[config.mk]
export PLATFORM = sky130hd
export DESIGN_NAME = memory_limited_admission_scheduler
export DESIGN_NICKNAME = d
export VERILOG_FILES = /design/src/hdl/mlas_pkg.sv /design/src/hdl/mlas_ram.sv /design/src/hdl/mlas_out_stage.sv /design/src/hdl/memory_limited_admission_scheduler.sv
export VERILOG_INCLUDE_DIRS = /design/src /design/src/hdl
export SDC_FILE = /design/constraint.sdc
export NUM_CORES = 1
export LEC_CHECK = 0
export BUFFER_PORTS_ARGS = -buffer_cell sky130_fd_sc_hd__buf_2
export CAP_MARGIN = 15
export CORE_MARGIN = 10
export CORE_UTILIZATION = 50
export CTS_BUF_LIST = sky130_fd_sc_hd__clkbuf_8 sky130_fd_sc_hd__clkbuf_16
export DETAILED_ROUTE_END_ITERATION = 8
export GPL_TIMING_DRIVEN = 0
export PLACE_DENSITY_LB_ADDON = 0.15
export REMOVE_ABC_BUFFERS = 1
export SLEW_MARGIN = 20
export SYNTH_ARGS = -nofsm -noshare
export SYNTH_HDL_FRONTEND = slang
export SYNTH_SLANG_ARGS = --single-unit
[constraint.sdc]
create_clock -name clk -period 15.8 [get_ports clk]
set_input_delay 1.58 -clock clk [delete_from_list [all_inputs] [get_ports clk]]
set_output_delay 1.58 -clock clk [all_outputs]
set_load 0.005 [all_outputs]
[src/hdl/memory_limited_admission_scheduler_macros.svh]
// ---------------------------------------------------------------------------
// Assertion macros for the memory-limited admission scheduler
// Implication checks on clk, disabled while rst_n is low.
// ---------------------------------------------------------------------------
`ifndef MEMORY_LIMITED_ADMISSION_SCHEDULER_MACROS_SVH
`define MEMORY_LIMITED_ADMISSION_SCHEDULER_MACROS_SVH

`ifndef SYNTHESIS

`define MLAS_ASSERT_NOW(label, ante, cons, msg) \
  label: assert property (@(posedge clk) disable iff (!rst_n) (ante) |-> (cons)) \
    else $error(msg);

`define MLAS_ASSERT_NEXT(label, ante, cons, msg) \
  label: assert property (@(posedge clk) disable iff (!rst_n) (ante) |=> (cons)) \
    else $error(msg);

`else

`define MLAS_ASSERT_NOW(label, ante, cons, msg)

`define MLAS_ASSERT_NEXT(label, ante, cons, msg)

`endif

`endif

[src/hdl/mlas_pkg.sv]
// ---------------------------------------------------------------------------
// mlas_pkg
// Word types, event codes and register indexes of the admission scheduler.
// ---------------------------------------------------------------------------
`timescale 1ns / 1ps

package mlas_pkg;

  localparam logic ACT_CREATE = 1'b0;
  localparam logic ACT_KILL   = 1'b1;

  localparam logic [2:0] EV_TOO_LARGE  = 3'd0;
  localparam logic [2:0] EV_QUEUED     = 3'd1;
  localparam logic [2:0] EV_QUEUE_FULL = 3'd2;
  localparam logic [2:0] EV_KILLED     = 3'd3;
  localparam logic [2:0] EV_NOT_FOUND  = 3'd4;
  localparam logic [2:0] EV_ADMITTED   = 3'd5;

  localparam int CFG_IDX_W = 1;
  localparam int CFG_DATA_W = 16;
  localparam logic [CFG_IDX_W-1:0] CFG_MAX_SLOTS = 1'd0;
  localparam logic [CFG_IDX_W-1:0] CFG_MEM_CAP   = 1'd1;

  localparam logic [3:0]  MAX_SLOTS_RST = 4'd8;
  localparam logic [15:0] MEM_CAP_RST   = 16'hFFFF;

  typedef struct packed {
    logic        action;
    logic [15:0] job_id;
    logic [15:0] mem_need;
  } mlas_in_t;

  typedef struct packed {
    logic [2:0]  event_res;
    logic [15:0] event_id;
    logic [2:0]  slot;
    logic [3:0]  running_jobs;
    logic [15:0] memory_used;
    logic        last;
  } mlas_out_t;

  typedef struct packed {
    logic push;
    logic fin;
  } mlas_evctl_t;

endpackage

[src/hdl/mlas_ram.sv]
// ---------------------------------------------------------------------------
// mlas_ram
// Generic single-write, single-read RAM with registered read data.
// ---------------------------------------------------------------------------
`timescale 1ns / 1ps

module mlas_ram #(
  parameter int WIDTH = 32,
  parameter int DEPTH = 16,
  parameter int AW = (DEPTH > 1) ? $clog2(DEPTH) : 1
) (
  input  logic             clk,
  input  logic             we,
  input  logic [AW-1:0]    waddr,
  input  logic [WIDTH-1:0] wdata,
  input  logic [AW-1:0]    raddr,
  output logic [WIDTH-1:0] rdata
);

  logic [WIDTH-1:0] mem_r [DEPTH];

  always_ff @(posedge clk) begin
    if (we) begin
      mem_r[waddr] <= wdata;
    end
    rdata <= mem_r[raddr];
  end

endmodule

[src/hdl/mlas_out_stage.sv]
// ---------------------------------------------------------------------------
// mlas_out_stage
// Hold the newest event until the next one or the end of the request shows
// whether it is the final word, then pass it to the output register.
// ---------------------------------------------------------------------------
`timescale 1ns / 1ps

module mlas_out_stage (
  input  logic                clk,
  input  logic                rst_n,
  input  mlas_pkg::mlas_evctl_t ev_ctl,
  input  mlas_pkg::mlas_out_t ev_data,
  output logic                ev_ok,
  output logic                hold_busy,
  output logic                out_valid,
  input  logic                out_ready,
  output mlas_pkg::mlas_out_t out_data
);
  import mlas_pkg::*;

  logic      hold_v_r, hold_v_nxt;
  mlas_out_t hold_r, hold_nxt;
  logic      out_v_r, out_v_nxt;
  mlas_out_t out_r, out_nxt;
  logic      ofree;

  assign ofree     = !out_v_r || out_ready;
  assign ev_ok     = !hold_v_r || ofree;
  assign hold_busy = hold_v_r;
  assign out_valid = out_v_r;
  assign out_data  = out_r;

  always_comb begin
    hold_v_nxt = hold_v_r;
    hold_nxt   = hold_r;
    out_v_nxt  = out_v_r && !out_ready;
    out_nxt    = out_r;
    if (ev_ctl.push && ev_ok) begin
      if (hold_v_r) begin
        out_nxt      = hold_r;
        out_nxt.last = 1'b0;
        out_v_nxt    = 1'b1;
      end
      hold_nxt   = ev_data;
      hold_v_nxt = 1'b1;
    end else if (ev_ctl.fin && ev_ok && hold_v_r) begin
      out_nxt      = hold_r;
      out_nxt.last = 1'b1;
      out_v_nxt    = 1'b1;
      hold_v_nxt   = 1'b0;
    end
  end

  always_ff @(posedge clk) begin
    if (!rst_n) begin
      hold_v_r <= 1'b0;
      out_v_r  <= 1'b0;
    end else begin
      hold_v_r <= hold_v_nxt;
      out_v_r  <= out_v_nxt;
    end
    hold_r <= hold_nxt;
    out_r  <= out_nxt;
  end

endmodule

[src/hdl/memory_limited_admission_scheduler.sv]
// A create is decoded in S_DEC and rejected (too large, queue full) or queued; a queued one then drains the queue.
// A kill scans the slots (S_KSCAN, S_KCMP); if found it frees the slot and drains the pending queue.
// One request at a time; a request ends before the next is taken.
// The length of a request is set by the slot scan (S_KSCAN for every slot, S_KCMP also for a busy
// slot) and the pending-queue read (S_DRD, S_DCHK) per admission; output stalls add to it.
// Reset: synchronous, active low; busy bits and counters clear at once, no clearing pass.
// ---------------------------------------------------------------------------
// memory_limited_admission_scheduler
// FIFO admission control with a slot and memory limit, state held in RAMs.
// ---------------------------------------------------------------------------
`timescale 1ns / 1ps
`include "memory_limited_admission_scheduler_macros.svh"

module memory_limited_admission_scheduler #(
  parameter int SLOTS = 8,
  parameter int QUEUE_DEPTH = 16
) (
  input  logic                                clk,
  input  logic                                rst_n,
  input  logic                                in_valid,
  output logic                                in_ready,
  input  mlas_pkg::mlas_in_t                  in_data,
  output logic                                out_valid,
  input  logic                                out_ready,
  output mlas_pkg::mlas_out_t                 out_data,
  input  logic                                cfg_we,
  input  logic [mlas_pkg::CFG_IDX_W-1:0]      cfg_index,
  input  logic [mlas_pkg::CFG_DATA_W-1:0]     cfg_wdata
);
  import mlas_pkg::*;

  localparam int SLOT_W = (SLOTS > 1) ? $clog2(SLOTS) : 1;
  localparam int CNT_W  = $clog2(SLOTS + 1);
  localparam int QW     = $clog2(QUEUE_DEPTH);
  localparam int QCW    = $clog2(QUEUE_DEPTH + 1);

  typedef enum logic [2:0] {
    S_IDLE, S_DEC, S_KSCAN, S_KCMP, S_DRD, S_DCHK, S_FIN
  } state_t;

  state_t           state_r, state_nxt;
  mlas_in_t         item_r, item_nxt;
  logic [CNT_W-1:0] scan_r, scan_nxt;
  logic [SLOTS-1:0] busy_r, busy_nxt;
  logic [CNT_W-1:0] run_cnt_r, run_cnt_nxt;
  logic [15:0]      mem_used_r, mem_used_nxt;
  logic [QW-1:0]    head_r, head_nxt;
  logic [QW-1:0]    tail_r, tail_nxt;
  logic [QCW-1:0]   pcnt_r, pcnt_nxt;
  logic [3:0]       max_slots_r;
  logic [15:0]      mem_cap_r;

  logic             slot_we;
  logic [SLOT_W-1:0] slot_waddr;
  logic [31:0]      slot_wdata, slot_rdata;
  logic             pend_we;
  logic [31:0]      pend_wdata, pend_rdata;

  logic [SLOT_W-1:0] free_idx;
  logic             free_found;
  logic [SLOT_W-1:0] scan_idx;
  logic             run_ok;
  logic             fits;
  logic [16:0]      mem_sum;

  mlas_evctl_t      ev_ctl;
  mlas_out_t        ev_data;
  logic             ev_ok;
  logic             hold_busy;

  assign in_ready = (state_r == S_IDLE);
  assign scan_idx = scan_r[SLOT_W-1:0];

  always_comb begin
    free_idx   = '0;
    free_found = 1'b0;
    for (int i = SLOTS - 1; i >= 0; i--) begin
      if (!busy_r[i]) begin
        free_idx   = SLOT_W'(i);
        free_found = 1'b1;
      end
    end
  end

  assign run_ok  = (8'(run_cnt_r) < 8'(max_slots_r)) && (8'(run_cnt_r) < 8'(SLOTS));
  assign mem_sum = {1'b0, mem_used_r} + {1'b0, pend_rdata[15:0]};
  assign fits    = mem_sum <= {1'b0, mem_cap_r};

  always_comb begin
    state_nxt    = state_r;
    item_nxt     = item_r;
    scan_nxt     = scan_r;
    busy_nxt     = busy_r;
    run_cnt_nxt  = run_cnt_r;
    mem_used_nxt = mem_used_r;
    head_nxt     = head_r;
    tail_nxt     = tail_r;
    pcnt_nxt     = pcnt_r;
    slot_we      = 1'b0;
    slot_waddr   = free_idx;
    slot_wdata   = pend_rdata;
    pend_we      = 1'b0;
    pend_wdata   = {item_r.job_id, item_r.mem_need};
    ev_ctl       = '0;
    ev_data      = '0;
    ev_data.event_id = item_r.job_id;

    unique case (state_r)
      S_IDLE: begin
        if (in_valid) begin
          item_nxt  = in_data;
          state_nxt = S_DEC;
        end
      end
      S_DEC: begin
        if (item_r.action == ACT_KILL) begin
          scan_nxt  = '0;
          state_nxt = S_KSCAN;
        end else if (ev_ok) begin
          ev_ctl.push = 1'b1;
          if (item_r.mem_need > mem_cap_r) begin
            ev_data.event_res = EV_TOO_LARGE;
            state_nxt         = S_FIN;
          end else if (pcnt_r == QCW'(QUEUE_DEPTH)) begin
            ev_data.event_res = EV_QUEUE_FULL;
            state_nxt         = S_FIN;
          end else begin
            pend_we  = 1'b1;
            tail_nxt = (tail_r == QW'(QUEUE_DEPTH - 1)) ? '0 : tail_r + 1'b1;
            pcnt_nxt = pcnt_r + 1'b1;
            ev_data.event_res = EV_QUEUED;
            state_nxt         = S_DRD;
          end
        end
      end
      S_KSCAN: begin
        if (scan_r == CNT_W'(SLOTS)) begin
          if (ev_ok) begin
            ev_ctl.push       = 1'b1;
            ev_data.event_res = EV_NOT_FOUND;
            state_nxt         = S_FIN;
          end
        end else if (busy_r[scan_idx]) begin
          state_nxt = S_KCMP;
        end else begin
          scan_nxt = scan_r + 1'b1;
        end
      end
      S_KCMP: begin
        if (slot_rdata[31:16] == item_r.job_id) begin
          if (ev_ok) begin
            busy_nxt[scan_idx] = 1'b0;
            run_cnt_nxt  = run_cnt_r - 1'b1;
            mem_used_nxt = mem_used_r - slot_rdata[15:0];
            ev_ctl.push       = 1'b1;
            ev_data.event_res = EV_KILLED;
            ev_data.slot      = 3'(scan_r);
            state_nxt         = S_DRD;
          end
        end else begin
          scan_nxt  = scan_r + 1'b1;
          state_nxt = S_KSCAN;
        end
      end
      S_DRD: begin
        state_nxt = (pcnt_r == '0) ? S_FIN : S_DCHK;
      end
      S_DCHK: begin
        if (fits && run_ok && free_found) begin
          if (ev_ok) begin
            slot_we            = 1'b1;
            busy_nxt[free_idx] = 1'b1;
            run_cnt_nxt  = run_cnt_r + 1'b1;
            mem_used_nxt = mem_sum[15:0];
            head_nxt = (head_r == QW'(QUEUE_DEPTH - 1)) ? '0 : head_r + 1'b1;
            pcnt_nxt = pcnt_r - 1'b1;
            ev_ctl.push       = 1'b1;
            ev_data.event_res = EV_ADMITTED;
            ev_data.event_id  = pend_rdata[31:16];
            ev_data.slot      = 3'(free_idx);
            state_nxt         = S_DRD;
          end
        end else begin
          state_nxt = S_FIN;
        end
      end
      S_FIN: begin
        ev_ctl.fin = 1'b1;
        if (ev_ok) begin
          state_nxt = S_IDLE;
        end
      end
      default: state_nxt = S_IDLE;
    endcase

    ev_data.running_jobs = 4'(run_cnt_nxt);
    ev_data.memory_used  = mem_used_nxt;
  end

  always_ff @(posedge clk) begin
    if (!rst_n) begin
      state_r     <= S_IDLE;
      busy_r      <= '0;
      run_cnt_r   <= '0;
      mem_used_r  <= '0;
      head_r      <= '0;
      tail_r      <= '0;
      pcnt_r      <= '0;
      max_slots_r <= MAX_SLOTS_RST;
      mem_cap_r   <= MEM_CAP_RST;
    end else begin
      state_r    <= state_nxt;
      busy_r     <= busy_nxt;
      run_cnt_r  <= run_cnt_nxt;
      mem_used_r <= mem_used_nxt;
      head_r     <= head_nxt;
      tail_r     <= tail_nxt;
      pcnt_r     <= pcnt_nxt;
      if (cfg_we) begin
        unique case (cfg_index)
          CFG_MAX_SLOTS: max_slots_r <= cfg_wdata[3:0];
          CFG_MEM_CAP:   mem_cap_r   <= cfg_wdata[15:0];
          default: ;
        endcase
      end
    end
    item_r <= item_nxt;
    scan_r <= scan_nxt;
  end

  mlas_ram #(
    .WIDTH(32),
    .DEPTH(SLOTS),
    .AW(SLOT_W)
  ) u_slot_ram (
    .clk  (clk),
    .we   (slot_we),
    .waddr(slot_waddr),
    .wdata(slot_wdata),
    .raddr(scan_idx),
    .rdata(slot_rdata)
  );

  mlas_ram #(
    .WIDTH(32),
    .DEPTH(QUEUE_DEPTH),
    .AW(QW)
  ) u_pend_ram (
    .clk  (clk),
    .we   (pend_we),
    .waddr(tail_r),
    .wdata(pend_wdata),
    .raddr(head_r),
    .rdata(pend_rdata)
  );

  mlas_out_stage u_out (
    .clk      (clk),
    .rst_n    (rst_n),
    .ev_ctl   (ev_ctl),
    .ev_data  (ev_data),
    .ev_ok    (ev_ok),
    .hold_busy(hold_busy),
    .out_valid(out_valid),
    .out_ready(out_ready),
    .out_data (out_data)
  );

  `MLAS_ASSERT_NOW(a_run_matches_busy, 1'b1, run_cnt_r == $countones(busy_r), "run count differs from busy slots")
  `MLAS_ASSERT_NOW(a_queue_bound, 1'b1, pcnt_r <= QCW'(QUEUE_DEPTH), "pending count above queue depth")
  `MLAS_ASSERT_NOW(a_idle_flushed, state_r == S_IDLE, !hold_busy && (!out_valid || out_data.last), "idle with an unfinished result word")
  `MLAS_ASSERT_NEXT(a_accept_no_hold, in_valid && in_ready, !hold_busy, "held event at request start")

endmodule
# After elaboration in Yosys (flattened, before gate mapping)
# Memories as Yosys holds them, arrays and structs flattened. A register that Yosys moved wholly into a read port is not among the register bits.
# Cells that the tools add are included.
totals:
  ff_bits: 188
  latchBits: 0
  ram_bits: 768
  mem_bits_ro: 0
  in_bits: 55
  word_cells: 216
  mem_count: 2
memory_table:
  columns: ["name", "words", "width", "rd", "rd_clocked_by_memory_dff", "wr", "line_no", "text"]
  rows:
  - ["u_pend_ram.mem_r", 16, 32, 1, 1, 1, "mlas_ram.sv:20", "logic [WIDTH-1:0] mem_r [DEPTH];"]
  - ["u_slot_ram.mem_r", 8, 32, 1, 1, 1, "mlas_ram.sv:20", null]
classes:
  addsub: 9
  multipliers: 0
  div_mod_pow: 0
  magnitude_cmp: 8
  n_eq_ne: 29
  shift: 0
  n_mux: 105
  n_bitwise: 7
  n_reduce_logical: 30
ops:
  columns: ["operator", "count"]
  rows:
  - ["43-bit two-way mux", 3]
  - ["16-bit two-way mux", 5]
  - ["3-bit two-way mux", 25]
  - ["22-bit two-way mux", 2]
  - ["4-bit two-way mux", 10]
  - ["1-bit two-way mux", 32]
  - ["8-bit two-way mux", 4]
  - ["16-bit case mux with 2 select lines", 1]
  - ["5-bit two-way mux", 6]
  - ["3-bit case mux with 7 select lines", 1]
  - ["2-bit != test (second input constant)", 10]
  - ["5-bit AND reduction", 4]
  - ["16-bit by 16-bit adder with 17-bit output", 1]
  - ["17-bit by 16-bit less-or-equal comparator with 1-bit output", 1]
  - ["4-bit by 1-bit adder with 4-bit output (second input constant)", 4]
  - ["16-bit equality test", 1]
  - ["16-bit > comparator", 1]
  - ["8-bit case mux with 2 select lines", 1]
  - ["16-bit subtractor", 1]
  - ["4-bit equality test (second input constant)", 3]
  - ["2-bit two-way mux", 6]
  - ["3-bit case mux with 4 select lines", 1]
  - ["4-bit case mux with 3 select lines", 1]
  - ["2-bit by 1-bit != test with 1-bit output (second input constant)", 5]
  - ["other kinds (33)", 59]

# Depth between registers and ports, before layout
depth:
  depth_word: 16
  mapped_depth: 21
  depth_no_buf: 19

# Hierarchy
# A second synthesis with hierarchy kept.
hier_totals:
  hier_cells: 2198
  hier_area_um2: 40171.0
modules_own_cells:
  columns: ["module", "n_inst", "cells_per_inst", "area_each_um2", "seq_area_each_um2"]
  rows:
  - ["mlas_ram (u_pend_ram)", 1, 838, 19854.0, 16015.4]
  - ["mlas_ram (u_slot_ram)", 1, 415, 10466.3, 8328.0]
  - ["memory_limited_admission_scheduler", 1, 848, 7198.2, 2392.3]
  - ["mlas_out_stage", 1, 97, 2652.5, 2592.5]

# Worst setup path before layout
# No wires, ideal clock.
synth_path:
  kind: "flip-flop to flip-flop"
  from: "reg u_pend_ram.rdata[8], read port of u_pend_ram.mem_r"
  to: "reg u_out.out_r, in the netlist u_out.out_data[0] (enable)"
  setup_time_ns: 0.509
  t_arrival_ns: 7.060
  setup_slack_ns: 8.231
  path_stages_with_launch: 19
  synth_period_minus_slack_ns: 7.569
  path_cell_list: "dfxtp_1 > ha_1 > clkbuf_1 > and4_1 > nor4bb_1 > or4_1 > a31o_2 > a21oi_1 > xnor2_1 > inv_1 > ha_1 > and3_1 > a221o_1 > a31oi_1 > o221a_2 > nand3_1 > and2_1 > clkbuf_1 > a21boi_0"
synth_between:
  elab_chain_cells: 9
  word_cells_on_any_way: 10
synth_lines:
  columns: ["item", "line_no", "text"]
  rows:
  - ["start, declared", "mlas_ram.sv:17", "output logic [WIDTH-1:0] rdata"]
  - ["16-bit by 16-bit adder with 17-bit output (*)", "memory_limited_admission_scheduler.sv:86", "assign mem_sum = {1'b0, mem_used_r} + {1'b0, pend_rdata[15:0]};"]
  - ["17-bit by 16-bit less-or-equal comparator with 1-bit output (*)", "memory_limited_admission_scheduler.sv:87", "assign fits = mem_sum <= {1'b0, mem_cap_r};"]
  - ["1-bit logical AND (*) (2 in series)", "memory_limited_admission_scheduler.sv:169", "if (fits && run_ok && free_found) begin"]
  - ["1-bit two-way mux (*)", "memory_limited_admission_scheduler.sv:169", null]
  - ["1-bit case mux with 4 select lines (*)", "memory_limited_admission_scheduler.sv:108", "unique case (state_r)"]
  - ["1-bit logical AND (*)", "mlas_out_stage.sv:38", "if (ev_ctl.push && ev_ok) begin"]
  - ["2-bit by 1-bit != test with 1-bit output (no line) or 2-bit nonzero test (tied branches)", null, null]
  - ["2-bit AND reduction (no line) (*)", null, null]
  - ["end signal, assigned", "mlas_out_stage.sv:63", "out_r <= out_nxt;"]
  - ["end, declared", "mlas_out_stage.sv:24", "mlas_out_t out_r, out_nxt;"]
# Mark *: on every way between the ends. The rest lies on a longest branch, timed or not.
# A chain may end at the register's enable or synchronous reset.

# Worst setup path after layout
layout_path:
  from: "reg u_pend_ram.rdata[7], read port of u_pend_ram.mem_r"
  to: "mem u_slot_ram.mem_r[7][31] (enable)"
layout_between:
  elab_chain_cells: 8
layout_lines:
  columns: ["item", "line_no", "text"]
  rows:
  - ["16-bit by 16-bit adder with 17-bit output", "memory_limited_admission_scheduler.sv:86", null]
  - ["17-bit by 16-bit less-or-equal comparator with 1-bit output", "memory_limited_admission_scheduler.sv:87", null]
  - ["1-bit logical AND (2 in series)", "memory_limited_admission_scheduler.sv:169", null]
  - ["1-bit two-way mux", "memory_limited_admission_scheduler.sv:169", null]
  - ["1-bit two-way mux", "memory_limited_admission_scheduler.sv:108", null]
  - ["1-bit two-way mux", "mlas_ram.sv:23", "if (we) begin"]
  - ["1-bit two-way mux (not written as such)", "mlas_ram.sv:24", "mem_r[waddr] <= wdata;"]
  - ["end, declared", "mlas_ram.sv:20", null]
# No other way between the ends.

==> metrics <==
status complete, no violations; CTS Buf Count 103; critical path startpoint u_pend_ram.rdata[7]; RSZ-0062 raised after global routing no; drc violations 0; synthesized area ~40000 um^2; Synth Flop Type edfxtp_1; Switching Share 0.256; die height ~300 um; minimum setup slack among reg-to-reg paths between 9 and 10 ns; final hold violations 0; Crit path max-delay family simple AND/OR/NAND/NOR gates; synthesis-to-layout area growth 17.3%; Async S/R FF share, synth 0; Post-Syn Area per Cell 18.1 um^2; RR Startpoint u_pend_ram.rdata[7]; CTS tree yes; Setup WS post-layout about 9.3 ns; synth unique cells 75; max cap viols 0; DP HPWL a little over 60 mm; Final TNS setup 0 ns; static leakage around 16 nW; share of layout cells above drive strength 1 0.233; nets 2517; Worst VDD drop about 0.11 mV; WHS approximately 0.42 ns; H-Tree Depth 3; average wire per cell in the routed design approximately 27 um; Final Max Tran Viols 0; final WL between 90 and 100 mm; vias in the first global route about 21000; DR vias/cell around 6; largest net degree at the start of global routing between 40 and 50; FP Rows 102; DRT iter0 DRCs between 2000 and 2500; root buffer cell clkbuf_16; P_sw between 0.0015 and 0.002 W; crit path max fanout 24; Clock power frac 0.365; Placement Setup Slack between 9 and 10 ns; CP startpoint kind flop; number of synthesized flops with an enable pin 890; minimum clock period after layout 6.48 ns; Starting Density 0.506; placeable core region roughly 78000 um^2; CP max stage delay approximately 0.66 ns; max-slew headroom at the worst pin 0.237; DRT Pass-1 Iters 5; pwr/cell area ~140 nW/um^2; synthesis-stage register bit count 1020; grt total ovfl 0; final setup vio count 0; CP required between 15 and 20 ns; slowest CP cell nor2_4; final worst-path cycle share 0.410; via count between 20000 and 25000; cts hold-fix bufs 0; Total GRT Usage 0.206; clock sink count around 1000; critical path class flop to flop; crit path cell chain ha_1, and4_1, nor4bb_1, or4_1, a31o_2, a21oi_1, xnor2_1, inv_1, ha_1, and3_1, a221o_1, a31oi_1, o221a_2, and3_2, buf_12, nand3_1, nor2_4, buf_12; sequential-to-total area share from yosys stat 0.745; Tightest Pin Transition 1.14 ns; Pint between 0.004 and 0.005 W; clk_lat worst skew about 0.67 ns; total setup buffers inserted after CTS 0; I/O Pins 100; first-pass GRT wire length 138 mm; YS warnings 0; FMAX 154 MHz; clk slew on worst S/H paths approximately 0.060 ns; CP Capture Type flop; antenna-violating nets left 0; die area about 90000 um^2; Hold Crit Class flop to flop; Mapped Cells between 2000 and 2500; Combinational Power Share 0.124; Buf+Inv Stages, Crit Path 3; IO buf count 99; Reg power frac 0.511; Max Buffers Root-to-Sink 3; Die Width approximately 300 um; Clock Skews between 0.02 and 0.025 ns; antenna violations before repair 2; final core occ 0.594; Final Wtd Congestion slightly above 0.8; CP arrival 6.83 ns; hold_sp u_out.hold_r[1]; post-CTS resize count 0
==> metal layers <==
metal | track usage | wire length, um | up-vias
li1 | - | - | 9143
met1 | 0.285 | 39700 | 10647
met2 | 0.331 | 45100 | 744
met3 | 0.0328 | 6090 | 154
met4 | 0.0676 | 2410 | 0
met5 | 0 | 0 | -
==> placed cells by master (no fill, tap or decap), drive strengths merged, types with 18 or more instances in the layout <==
cell type / count
ha: 78
nand2: 124
and2: 32
xnor2: 26
a21oi: 50
clkinv: 38
o21ai: 30
o211ai: 18
nand4: 37
mux4: 161
xor2: 24
a22oi: 130
edfxtp: 890
nor2: 65
clkbuf: 112
nor3: 19
inv: 94
dfxtp: 130
buf: 203
==> worst reg2reg max path, delay by kind of cell, from the launching register on <==
family | cells | cell delay [ns]
fa+ha+maj | 2 | 0.72
simple gates | 7 | 2.73
flops | 1 | 0.60
compound gates | 5 | 1.27
buf+inv | 3 | 0.67
xor+xnor | 1 | 0.17
==> registers in the layout (all words and copies together), names as in the netlist, 5 cells and up <==
register / count
u_slot_ram.rdata: 32
u_out.hold_r: 42
u_pend_ram.rdata: 32
u_pend_ram.mem_r: 512
mem_cap_r: 16
mem_used_r: 16
u_out.out_data: 43
item_r: 33
busy_r: 8
pcnt_r: 5
u_slot_ram.mem_r: 256
==> area by class of cell <==
cell class / count / area, um^2
inverters: 65 / 244
clock inverters: 83 / 722
flip-flops and latches: 1020 / 29300
fillers: 5590 / 31600
diodes: 1 / 2.50
multi-input cells: 988 / 9580
repair buffers: 203 / 2240
well taps: 1040 / 1300
clock buffers: 112 / 2720
==> metrics by stage <==
stage               cell area (um^2)  cells  power, W
CTS                            46200   3511   0.00672
detailed placement             42700   3316   0.00429
floorplan                      38900   2073   0.00388
finish                         46200   3512   0.00667
global route                   46200   3511   0.00692
global placement               40700   3212   0.00422
==> logic make-up (layout without fill, tap and decap cells) <==
kind of cell,Yosys count,after routing,share of synthesized area
flops,1020,1020,0.745
simple gates,346,346,0.0436
compound gates,336,336,0.0612
mux,175,175,0.0958
buf+inv,167,463,0.0165
fa+ha+maj,81,81,0.0263
xor+xnor,50,50,0.0111
other cells,0,1,0
==> cells in the mapped netlist, types with 10 or more instances <==
cell,instances,area [um^2]
o211ai_1,18,135
a21o_1,16,120
dfxtp_1,130,2600
nand4_1,37,231
a22oi_1,130,976
and2_1,32,200
nand2_1,124,465
a31oi_1,12,75.1
ha_1,78,976
nor2_1,64,240
o21a_1,13,97.6
xnor2_1,26,228
edfxtp_1,890,26700
mux2i_1,10,100
mux4_2,161,3630
nand3_1,12,60.1
xor2_1,24,210
inv_1,65,244
clkbuf_1,78,293
nor3_1,17,85.1
o21ai_0,30,150
buf_1,15,56.3
a21oi_1,50,250
==> worst paths after layout <==
path,end,cells after the start
setup / recovery,u_slot_ram.mem_r[7][31],18
hold / removal,u_out.out_data[1],0
setup reg to reg,u_slot_ram.mem_r[7][31],18
hold reg to reg,u_out.out_data[1],0
==> power by group through the flow <==
stage,registers [W],clock network (W),logic (W)
2_1_floorplan,0.00338,0,0.000501
3_3_place_gp,0.00347,0,0.000750
3_5_place_dp,0.00346,0,0.000828
4_1_cts,0.00341,0.00248,0.000833
5_1_grt,0.00343,0.00259,0.000901
6_report,0.00341,0.00243,0.000829
Power figures use the tool's default switching activity.
